[src/hw/rtl/fifo_page_replacement_macros.svh]
// ----------------------------------------------------------------------------
// FIFO page replacement assertion macros
// Shorthand for the concurrent checks of the page replacement block.
// ----------------------------------------------------------------------------
`ifndef FIFO_PAGE_REPLACEMENT_MACROS_SVH
`define FIFO_PAGE_REPLACEMENT_MACROS_SVH

// Check a condition that must hold in the same cycle as its trigger
`define FPR_ASSERT_IMP(lbl, ante, cons, msg) \
    lbl: assert property (@(posedge clk) disable iff (!rst_n) (ante) |-> (cons)) \
        else $error(msg);

// Check a condition that must hold in the cycle after its trigger
`define FPR_ASSERT_NXT(lbl, ante, cons, msg) \
    lbl: assert property (@(posedge clk) disable iff (!rst_n) (ante) |=> (cons)) \
        else $error(msg);

`endif

[src/hw/rtl/fpr_pkg.sv]
// ----------------------------------------------------------------------------
// FIFO page replacement package
// Fixed field widths, register reset value and the link between frame cells.
// ----------------------------------------------------------------------------
package fpr_pkg;

    // Width of the frames-in-use register
    localparam int FIU_W = 5;
    // Reset value of the frames-in-use register
    localparam logic [FIU_W-1:0] FIU_RESET = 5'd16;
    // Width of the hit and fault counters
    localparam int CNT_W = 16;
    // Width of the reported frame index
    localparam int FRAME_OUT_W = 4;

    // Flags handed from one frame cell to the next
    typedef struct packed {
        logic hit;       // some earlier frame matched the page
        logic ev_valid;  // victim frame held a resident page
    } fpr_link_t;

endpackage

[src/hw/rtl/fpr_frame_cell.sv]
// ----------------------------------------------------------------------------
// FIFO page replacement frame cell
// Holds one page frame, compares it against the looked-up page and passes
// the running hit flag and victim contents on to the next cell.
// ----------------------------------------------------------------------------
module fpr_frame_cell #(
    parameter int IDX       = 0,
    parameter int IDX_W     = 4,
    parameter int CW        = 5,
    parameter int PAGE_BITS = 16
) (
    input  logic                   clk,
    input  logic                   rst_n,
    input  logic [PAGE_BITS-1:0]   page,
    input  logic [CW-1:0]          count,
    input  logic [IDX_W-1:0]       victim,
    input  logic                   fill,
    input  fpr_pkg::fpr_link_t     link_in,
    input  logic [PAGE_BITS-1:0]   ev_page_in,
    output fpr_pkg::fpr_link_t     link_out,
    output logic [PAGE_BITS-1:0]   ev_page_out
);

    logic [PAGE_BITS-1:0] page_reg;
    logic                 valid_reg;
    logic                 active;
    logic                 is_victim;
    logic                 match;

    // Frame takes part only below the effective count
    assign active    = CW'(IDX) < count;
    assign is_victim = victim == IDX_W'(IDX);
    assign match     = active && valid_reg && (page_reg == page);

    // Merge this frame into the chain
    assign link_out.hit      = link_in.hit || match;
    assign link_out.ev_valid = is_victim ? valid_reg : link_in.ev_valid;
    assign ev_page_out       = is_victim ? (valid_reg ? page_reg : '0) : ev_page_in;

    // Valid bit: set once the frame is filled
    always_ff @(posedge clk or negedge rst_n)
    begin
        if (!rst_n)
        begin
            valid_reg <= 1'b0;
        end
        else if (fill && is_victim)
        begin
            valid_reg <= 1'b1;
        end
    end

    // Page store: load on a fault aimed at this frame
    always_ff @(posedge clk)
    begin
        if (fill && is_victim)
        begin
            page_reg <= page;
        end
    end

endmodule

[src/hw/rtl/fpr_sat_counter.sv]
// ----------------------------------------------------------------------------
// FIFO page replacement saturating counter
// Counts events and holds at the all-ones value.
// ----------------------------------------------------------------------------
module fpr_sat_counter #(
    parameter int W = 16
) (
    input  logic         clk,
    input  logic         rst_n,
    input  logic         inc,
    output logic [W-1:0] count
);

    logic [W-1:0] count_reg;
    logic [W-1:0] count_next;

    // Advance unless full
    always_comb
    begin
        count_next = count_reg;
        if (inc && (count_reg != {W{1'b1}}))
        begin
            count_next = count_reg + W'(1);
        end
    end

    always_ff @(posedge clk or negedge rst_n)
    begin
        if (!rst_n)
        begin
            count_reg <= '0;
        end
        else
        begin
            count_reg <= count_next;
        end
    end

    assign count = count_reg;

endmodule

[src/hw/rtl/fifo_page_replacement.sv]
// ----------------------------------------------------------------------------
// FIFO page replacement
// Looks up one page reference per beat across a row of frame cells, refills
// the round-robin victim frame on a fault and reports hit, fill and eviction.
// ----------------------------------------------------------------------------
//  channel  | handshake            | payload
//  ---------+----------------------+-------------------------------------------
//  input    | in_valid / in_stall  | page_number
//  output   | out_valid / out_stall| is_hit, filled_frame, evicted_valid,
//           |                      | evicted_page, total_hits, total_faults
//  config   | cfg_we               | cfg_wdata (frames in use)
//
//  One reference per cycle unless a held result is stalled: the compare runs through the frame cell row and
//  the frame, pointer and counters update at the accepting edge.
//  The result appears in the output register in the cycle after acceptance.
//  A new beat is taken in the same cycle the held result is taken.
//  Reset empties every frame and clears pointer and counters; frames in use
//  returns to 16. No clearing pass is needed.
// ----------------------------------------------------------------------------
`include "fifo_page_replacement_macros.svh"

module fifo_page_replacement #(
    parameter int FRAMES    = 16,
    parameter int PAGE_BITS = 16
) (
    input  logic                                 clk,
    input  logic                                 rst_n,
    input  logic                                 in_valid,
    output logic                                 in_stall,
    input  logic [PAGE_BITS-1:0]                 page_number,
    output logic                                 out_valid,
    input  logic                                 out_stall,
    output logic                                 is_hit,
    output logic [fpr_pkg::FRAME_OUT_W-1:0]      filled_frame,
    output logic                                 evicted_valid,
    output logic [PAGE_BITS-1:0]                 evicted_page,
    output logic [fpr_pkg::CNT_W-1:0]            total_hits,
    output logic [fpr_pkg::CNT_W-1:0]            total_faults,
    input  logic                                 cfg_we,
    input  logic [fpr_pkg::FIU_W-1:0]            cfg_wdata
);

    localparam int IDX_W = (FRAMES > 1) ? $clog2(FRAMES) : 1;
    localparam int FW    = $clog2(FRAMES + 1);
    localparam int CW    = (FW > fpr_pkg::FIU_W) ? FW : fpr_pkg::FIU_W;
    localparam int XW    = (IDX_W > fpr_pkg::FRAME_OUT_W) ? IDX_W : fpr_pkg::FRAME_OUT_W;

    logic [fpr_pkg::FIU_W-1:0] fiu_reg;
    logic [IDX_W-1:0]          ptr_reg;
    logic [IDX_W-1:0]          ptr_next;
    logic                      out_valid_reg;
    logic                      hit_reg;
    logic [fpr_pkg::FRAME_OUT_W-1:0] filled_reg;
    logic                      ev_valid_reg;
    logic [PAGE_BITS-1:0]      ev_page_reg;

    logic                      accept;
    logic                      hit_w;
    logic                      fill;
    logic [CW-1:0]             fiu_ext;
    logic [CW-1:0]             count;
    logic [IDX_W-1:0]          victim;
    logic [CW-1:0]             victim_inc;
    logic [XW-1:0]             victim_x;

    fpr_pkg::fpr_link_t        link [FRAMES+1];
    logic [PAGE_BITS-1:0]      ev_page [FRAMES+1];

    // Take a beat unless a held result is blocked
    assign in_stall = out_valid_reg && out_stall;
    assign accept   = in_valid && !in_stall;

    // Effective frame count: zero acts as one, clamp at FRAMES
    assign fiu_ext = CW'(fiu_reg);
    always_comb
    begin
        count = fiu_ext;
        if (fiu_ext == '0)
        begin
            count = CW'(1);
        end
        else if (fiu_ext > CW'(FRAMES))
        begin
            count = CW'(FRAMES);
        end
    end

    // Victim: pointer, or frame 0 once the count shrank below it
    assign victim     = (CW'(ptr_reg) >= count) ? '0 : ptr_reg;
    assign victim_inc = CW'(victim) + CW'(1);
    assign ptr_next   = (victim_inc >= count) ? '0 : victim_inc[IDX_W-1:0];

    // Frame cell row
    assign link[0]    = '0;
    assign ev_page[0] = '0;

    for (genvar i = 0; i < FRAMES; i++)
    begin : g_cell
        fpr_frame_cell #(
            .IDX       (i),
            .IDX_W     (IDX_W),
            .CW        (CW),
            .PAGE_BITS (PAGE_BITS)
        ) u_cell (
            .clk         (clk),
            .rst_n       (rst_n),
            .page        (page_number),
            .count       (count),
            .victim      (victim),
            .fill        (fill),
            .link_in     (link[i]),
            .ev_page_in  (ev_page[i]),
            .link_out    (link[i+1]),
            .ev_page_out (ev_page[i+1])
        );
    end

    assign hit_w = link[FRAMES].hit;
    assign fill  = accept && !hit_w;

    // Hit and fault counters
    fpr_sat_counter #(.W(fpr_pkg::CNT_W)) u_hits (
        .clk   (clk),
        .rst_n (rst_n),
        .inc   (accept && hit_w),
        .count (total_hits)
    );

    fpr_sat_counter #(.W(fpr_pkg::CNT_W)) u_faults (
        .clk   (clk),
        .rst_n (rst_n),
        .inc   (fill),
        .count (total_faults)
    );

    // Frames-in-use register and replace pointer
    always_ff @(posedge clk or negedge rst_n)
    begin
        if (!rst_n)
        begin
            fiu_reg <= fpr_pkg::FIU_RESET;
            ptr_reg <= '0;
        end
        else
        begin
            if (cfg_we)
            begin
                fiu_reg <= cfg_wdata;
            end
            if (fill)
            begin
                ptr_reg <= ptr_next;
            end
        end
    end

    // Output valid: set on accept, drop when taken
    always_ff @(posedge clk or negedge rst_n)
    begin
        if (!rst_n)
        begin
            out_valid_reg <= 1'b0;
        end
        else if (accept)
        begin
            out_valid_reg <= 1'b1;
        end
        else if (!out_stall)
        begin
            out_valid_reg <= 1'b0;
        end
    end

    // Output payload: load on accept
    assign victim_x = XW'(victim);
    always_ff @(posedge clk)
    begin
        if (accept)
        begin
            hit_reg      <= hit_w;
            filled_reg   <= hit_w ? '0 : victim_x[fpr_pkg::FRAME_OUT_W-1:0];
            ev_valid_reg <= !hit_w && link[FRAMES].ev_valid;
            ev_page_reg  <= hit_w ? '0 : ev_page[FRAMES];
        end
    end

    assign out_valid     = out_valid_reg;
    assign is_hit        = hit_reg;
    assign filled_frame  = filled_reg;
    assign evicted_valid = ev_valid_reg;
    assign evicted_page  = ev_page_reg;

    // Checks
    `FPR_ASSERT_IMP(a_hit_no_fill, out_valid && is_hit, (filled_frame == '0) && !evicted_valid && (evicted_page == '0), "hit result reports a fill or eviction")
    `FPR_ASSERT_NXT(a_hit_keeps_faults, accept && hit_w, total_faults == $past(total_faults), "fault count moved on a hit")
    `FPR_ASSERT_NXT(a_fault_moves_ptr, fill && (count > CW'(1)), ptr_reg != $past(victim), "replace pointer stuck on a fault")

endmodule

[config.mk]
export PLATFORM = sky130hd
export DESIGN_NAME = fifo_page_replacement
export DESIGN_NICKNAME = d
export VERILOG_FILES = /design/src/hw/rtl/fpr_pkg.sv /design/src/hw/rtl/fpr_frame_cell.sv /design/src/hw/rtl/fpr_sat_counter.sv /design/src/hw/rtl/fifo_page_replacement.sv
export VERILOG_INCLUDE_DIRS = /design/src /design/src/hw/rtl
export SDC_FILE = /design/constraint.sdc
export NUM_CORES = 1
export LEC_CHECK = 0
export BUFFER_PORTS_ARGS = -buffer_cell sky130_fd_sc_hd__clkbuf_2
export CAP_MARGIN = 10
export CORE_MARGIN = 10
export CORE_UTILIZATION = 60
export DETAILED_ROUTE_END_ITERATION = 10
export GPL_ROUTABILITY_DRIVEN = 0
export PLACE_DENSITY = 0.78
export SLEW_MARGIN = 20
export SYNTH_ARGS = -nofsm -noshare
export SYNTH_HDL_FRONTEND = slang
export SYNTH_HIERARCHICAL = 1
export SYNTH_SLANG_ARGS = --single-unit
[constraint.sdc]
create_clock -name clk -period 10.25 [get_ports clk]
set_clock_uncertainty 0.2 [all_clocks]
set_input_delay 0.5125 -clock clk [delete_from_list [all_inputs] [get_ports clk]]
set_output_delay 0.5125 -clock clk [all_outputs]
set_load 0.02 [all_outputs]
==> flow_metrics.tcl, run 1 <==
set metrics [dict create \
    num-fill-cells 2398 \
    multiInputGateArea_mm2 0.00882 \
    path_clk_slew_ns 0.06 \
    fp.dieW_um 199 \
    yosys-top-cells-count "533 x nand2_1, 278 x edfxtp_1, 239 x xnor2_1" \
    cts-root-buf "clkbuf_16" \
    status "finished, final reports clean" \
    yosysMostFrequentCell "nand2_1" \
    drtIter0Drc 1467 \
    worstMarginPinSlew_ns 0.937 \
    cp_max_fo 34 \
    ys_seq_area_share_pct 51.0 \
    synth_top_cell_area_share_pct 43.4 \
    initial_core_util_pct 60.9 \
    drive_gt1_share_pct 17.3 \
    cts_tree "yes" \
    largest_reg_flops 256 \
    maxSlewViolCount 0 \
    synthCells 1874 \
    cp.required_ns 10.29 \
    ys_ff_latch 336 \
    seqCellArea_mm2 0.00980 \
    post_cts_resized 0 \
    post-dp-hpwl_um 35000 \
    syn2layout_area_growth_pct 9.41 \
    io_pins 82 \
    htreeDepth 2 \
    worstRegToRegCells 25 \
    setup_viol 0 \
    antenna_cells 0 \
    cts-buffers-inserted 37 \
    routed_wl_um 50200 \
    synthesis.area_mm2 0.0192 \
    rrSetupSlack_ns 2.56 \
    worstSetupEndpoint "evicted_valid" \
    slowest_delay_ns 0.74 \
    yosys_most_used_dff "edfxtp_1" \
    p_leak_nw 7.83 \
    fin_crit_ns 7.69 \
    grt_pass1_wl_um 78600 \
    remaining_drc_errors 0 \
    die_y_um 199 \
    fmax_mhz 130 \
    startpoint "fiu_ext[4]" \
    cpMaxStageDelayCell "dfstp_2" \
    cts_buffer_depth 3 \
    powerDensity_mw_per_mm2 257 \
    gr-total-overflow 0 \
    grt_pass1_vias 13800 \
    rows 65 \
    ys_types 73 \
    async_reset_ff_share_pct 17.3 \
    cp-start-kind "flip-flop" \
    core_mm2 0.0316 \
    crit_path_end_kind "flip-flop" \
    final_util_pct 66.7 \
    fin_setup_tns_ns 0 \
    yosys-top-cells-area "edfxtp_1 43%, xnor2_1 11%, nand2_1 10%, dfrtp_1 7.4%, o21ai_2 3.6%" \
    grt_max_degree 59 \
    critPathKind "flip-flop to flip-flop" \
    hold_viol 0 \
    hold_path_class "input port to asynchronous set/reset pin" \
    worstPathArrival_ns 7.74 \
    vdd_ir_drop_max_uv 182 \
    cap_violations 0 \
    dieArea_mm2 0.0396 \
    layout.nets 1993 \
    worstReg2RegStart "fiu_ext[4]" \
    clock_sinks 336 \
    rr_endpoint "evicted_valid" \
    num_vias 14400 \
    io_buffer_count 81 \
    path_common_cell "mux2_2" \
    slew_headroom_pct 37.1 \
    rsz0062_at_grt "no" \
    drtAntennaViolNets 0 \
    clk_latency_ns 0.52 \
    vias_per_cell 6.05 \
    hold_buffers 0 \
    wire_per_inst_um 21.0 \
    grt_antenna_before_repair 0 \
    synth_warnings 6 \
    holdWs_ns 0.0187 \
    drtPass1Iterations 7 \
    synth_edf_count 278 \
    yosysTopAreaCell "edfxtp_1" \
    layout_worst_path_cycle_share_pct 75.1 \
    syn_avg_cell_area_um2 10.3 \
    post_cts_buffers 0 \
    grt_usage_pct 25.4 \
]
==> power by group <==
group	switching, mW	leakage (nW)	internal, mW	total [mW]
clock network	0.526	0.563	0.733	1.26
registers	0.212	3.25	1.61	1.82
logic	1.46	4.01	0.864	2.32
==> logic make-up after synthesis <==
kind of cell	Yosys count	synth area share [%]
simple gates	796	19.6
flops	336	51.0
compound gates	316	11.0
xor+xnor	272	12.5
buf+inv	118	3.63
mux	23	1.56
fa+ha+maj	12	0.781
other cells	1	0.0195
==> layer usage <==
layer,GRT usage (%),routed length [um],vias up
li1,-,-,6713
met5,0,0,-
met4,9.13,1790,0
met3,4.06,4580,118
met1,35.2,21300,6929
met2,39.4,22500,661
==> worst min path at each step <==
stage / to / start / slack (ns)
after floorplan: fiu_ext[0] / rst_n / 0.02
after global placement: ptr_reg[0] / ptr_reg[0] / 0.29
after detailed placement: ptr_reg[0] / ptr_reg[0] / 0.29
after CTS: u_faults/count[7] / rst_n / 0.05
after global routing: u_faults/count[7] / rst_n / 0.08
final: u_faults/count[15] / rst_n / 0.02
==> worst max-delay path: cells and delay by family (launching register included) <==
| family | cells | cell delay [ns] |
|---|---|---|
| and+or+nand+nor | 4 | 1.12 |
| muxes | 15 | 3.97 |
| AOI/OAI and AO/OA | 3 | 0.57 |
| buffers and inverters | 2 | 0.58 |
| adders and majority gates | 1 | 0.26 |
| DFF | 1 | 0.74 |
==> area by class of cell <==
class	count	share of cell area, %
tap	402	2.39
multi-input combinational	1437	41.9
clock buffer	51	4.94
sequential	336	46.6
inverter	25	0.446
timing repair buffer	118	3.25
clock inverter	14	0.464
==> cell usage in the layout (no fill, tap or decap), drive strengths merged, types with 15 or more instances in the layout <==
master | Yosys | final
inv | 25 | 26
nor3 | 20 | 20
nand2 | 534 | 534
nand4 | 66 | 66
edfxtp | 278 | 278
or2 | 17 | 17
xnor2 | 241 | 241
nor2b | 19 | 19
clkbuf | 29 | 131
buf | 64 | 38
nand3 | 47 | 47
dfrtp | 57 | 57
nor2 | 40 | 40
conb | 1 | 18
a41o | 16 | 16
a21oi | 15 | 15
o21ai | 248 | 248
mux2 | 23 | 23
xor2 | 31 | 31
==> through the flow <==
stage	instances	instance area (um^2)	worst slack (ns)	total power [mW]
floorplan	1891	19300	2.72	3.53
detailed placement	2318	19900	2.44	4.12
global placement	2318	19900	2.62	4.09
finish	2383	21000	2.56	5.40
global route	2383	21000	2.17	5.76
CTS	2383	21000	2.43	5.39
No activity file was read; power rests on OpenSTA's default activity.
==> run 2, diff against run 1 <==
clock period = 8 ns   (was 10.25 ns; I/O delays follow)
==> run 2 against run 1 <==
  * Maximum frequency up 1.2%
  * Sequential share of layout area fell by 0.62 points
  * First-iteration DRC count rose by 9.2%
  * Wire length is 3.2% higher
  * Cell area is 1.3% higher
  * Worst hold slack gained 0.079 ns
  * Register-to-register slack worse by 2.2 ns
  * Via count is 0.82% higher
  * Non-clock buffer count grew 30
  * Largest cell class unchanged
  * Largest power group unchanged
==> flow_metrics.tcl, run 2 (same netlist as run 1, synthesis figures left out) <==
set metrics [dict create \
    use_met2_pct 41.1 \
    pre_cts_ws_ns 0.567 \
    antenna_cells 0 \
    crit_path_end_kind "flip-flop" \
    path_common_cell "a41o_1" \
    num_vias 14500 \
    grt_usage_pct 25.8 \
    clock_sinks 336 \
    wire_per_inst_um 21.4 \
    worstPathArrival_ns 7.82 \
    rrSetupSlack_ns 0.39 \
    layout_worst_path_cycle_share_pct 95.1 \
    top_usage_layer "met2" \
    worstMarginPinSlew_ns 0.915 \
    final_cells 2415 \
    grt_util_met1_pct 35.7 \
    num-fill-cells 2404 \
    grt_pass1_wl_um 79800 \
    fin_area_mm2 0.0213 \
    grt_use_met3_pct 3.65 \
    hold_path_depth 3 \
    routed_wl_um 51800 \
    final_cell_mix "533 x nand2_1, 278 x edfxtp_1, 239 x xnor2_1, 97 x o21ai_0" \
    p_leak_nw 8.00 \
    dp.cells 2340 \
    clk_latency_ns 0.54 \
    setup_viol 0 \
    post_dp_cell_area_mm2 0.0200 \
    fin_setup_tns_ns 0 \
    cts-root-buf "clkbuf_16" \
    worstReg2RegStart "fiu_ext[4]" \
    critPathTopFamily "compound AO/OA/AOI/OAI gates" \
    maxSlewViolCount 0 \
    slowest_delay_ns 0.76 \
    worstRegToRegCells 28 \
    fin_ws_ns 0.394 \
    drtAntennaViolNets 0 \
    cap_violations 0 \
    grt_antenna_before_repair 1 \
    io_buffer_count 81 \
    rsz0062_at_grt "no" \
    initial_core_util_pct 60.9 \
    rr_endpoint "u_faults/count[15]" \
    fmax_mhz 131 \
    hold_path_startpoint "out_stall" \
    drive_gt1_share_pct 17.3 \
    cts_buffer_depth 3 \
    remaining_drc_errors 0 \
    core_mm2 0.0316 \
    rows 65 \
    layout.nets 2023 \
    final_common_cell "nand2_1" \
    post_cts_resized 0 \
    slew_headroom_pct 39.0 \
    hold_buffers 8 \
    status "finished, final reports clean" \
    holdWs_ns 0.0978 \
    drtPass1Iterations 7 \
    vias_per_cell 6.02 \
    cts-buffers-inserted 37 \
    cp-start-kind "flip-flop" \
    gr-total-overflow 0 \
    largest_reg_flops 256 \
    grt_max_degree 59 \
    power_mw 7.03 \
    post_cts_buffers 0 \
    cp_max_fo 19 \
    fin_crit_ns 7.61 \
    fp.dieW_um 199 \
    vdd_ir_drop_max_uv 231 \
    path_buf_inv 4 \
    dieArea_mm2 0.0396 \
    syn2layout_area_growth_pct 10.9 \
    critPathKind "flip-flop to flip-flop" \
    hold_path_class "input port to flip-flop" \
    die_y_um 199 \
    cp.required_ns 8.21 \
    grt_pass1_vias 13900 \
    drtIter0Drc 1602 \
    final_util_pct 67.6 \
    hold_viol 0 \
    powerDensity_mw_per_mm2 330 \
    hold_end "out_valid" \
    path_clk_slew_ns 0.06 \
    io_pins 82 \
    cpMaxStageDelayCell "dfstp_2" \
    cts_tree "yes" \
    post-dp-hpwl_um 35700 \
    htreeDepth 2 \
]
-- run 2: final cells by class --
cell class / count / area [um^2] / share of cell area (%)
clock buffer: 62 / 1120 / 5.26
clock inverter: 5 / 78.8 / 0.370
inverter: 25 / 93.8 / 0.440
multi-input combinational: 1437 / 8800 / 41.3
sequential: 336 / 9800 / 46.0
tap: 402 / 503 / 2.36
timing repair buffer: 148 / 928 / 4.35
-- run 2: worst max path at each step --
stage / start / endpoint / slack [ns] / depth (start not counted)
detailed placement: fiu_ext[4] / u_faults/count[15] / 0.57 / 28
finish: fiu_ext[4] / u_faults/count[15] / 0.39 / 28
floorplan: fiu_ext[1] / evicted_valid / 0.47 / 26
CTS: fiu_ext[4] / u_faults/count[15] / 0.49 / 28
global route: fiu_ext[4] / u_faults/count[10] / 0.11 / 28
global placement: fiu_ext[4] / evicted_valid / 0.71 / 27
-- run 2: layer usage --
layer  up-vias  part of all wire, %
met3       108                  8.3
li1       6776                    -
met2       679                   46
met1      6976                   43
met4         0                  3.1
met5         -                    0
-- run 2: worst min-delay path, cell delays in order --
cell	delay, ns
clkbuf_2	0.09
nand2_2	0.12
or2b_2	0.19
-- run 2: power by group --
| part | switching (mW) | internal (mW) | leakage, nW |
|---|---|---|---|
| Clock | 0.677 | 1.02 | 0.584 |
| Combinational | 1.88 | 1.13 | 4.16 |
| Sequential | 0.261 | 2.06 | 3.25 |
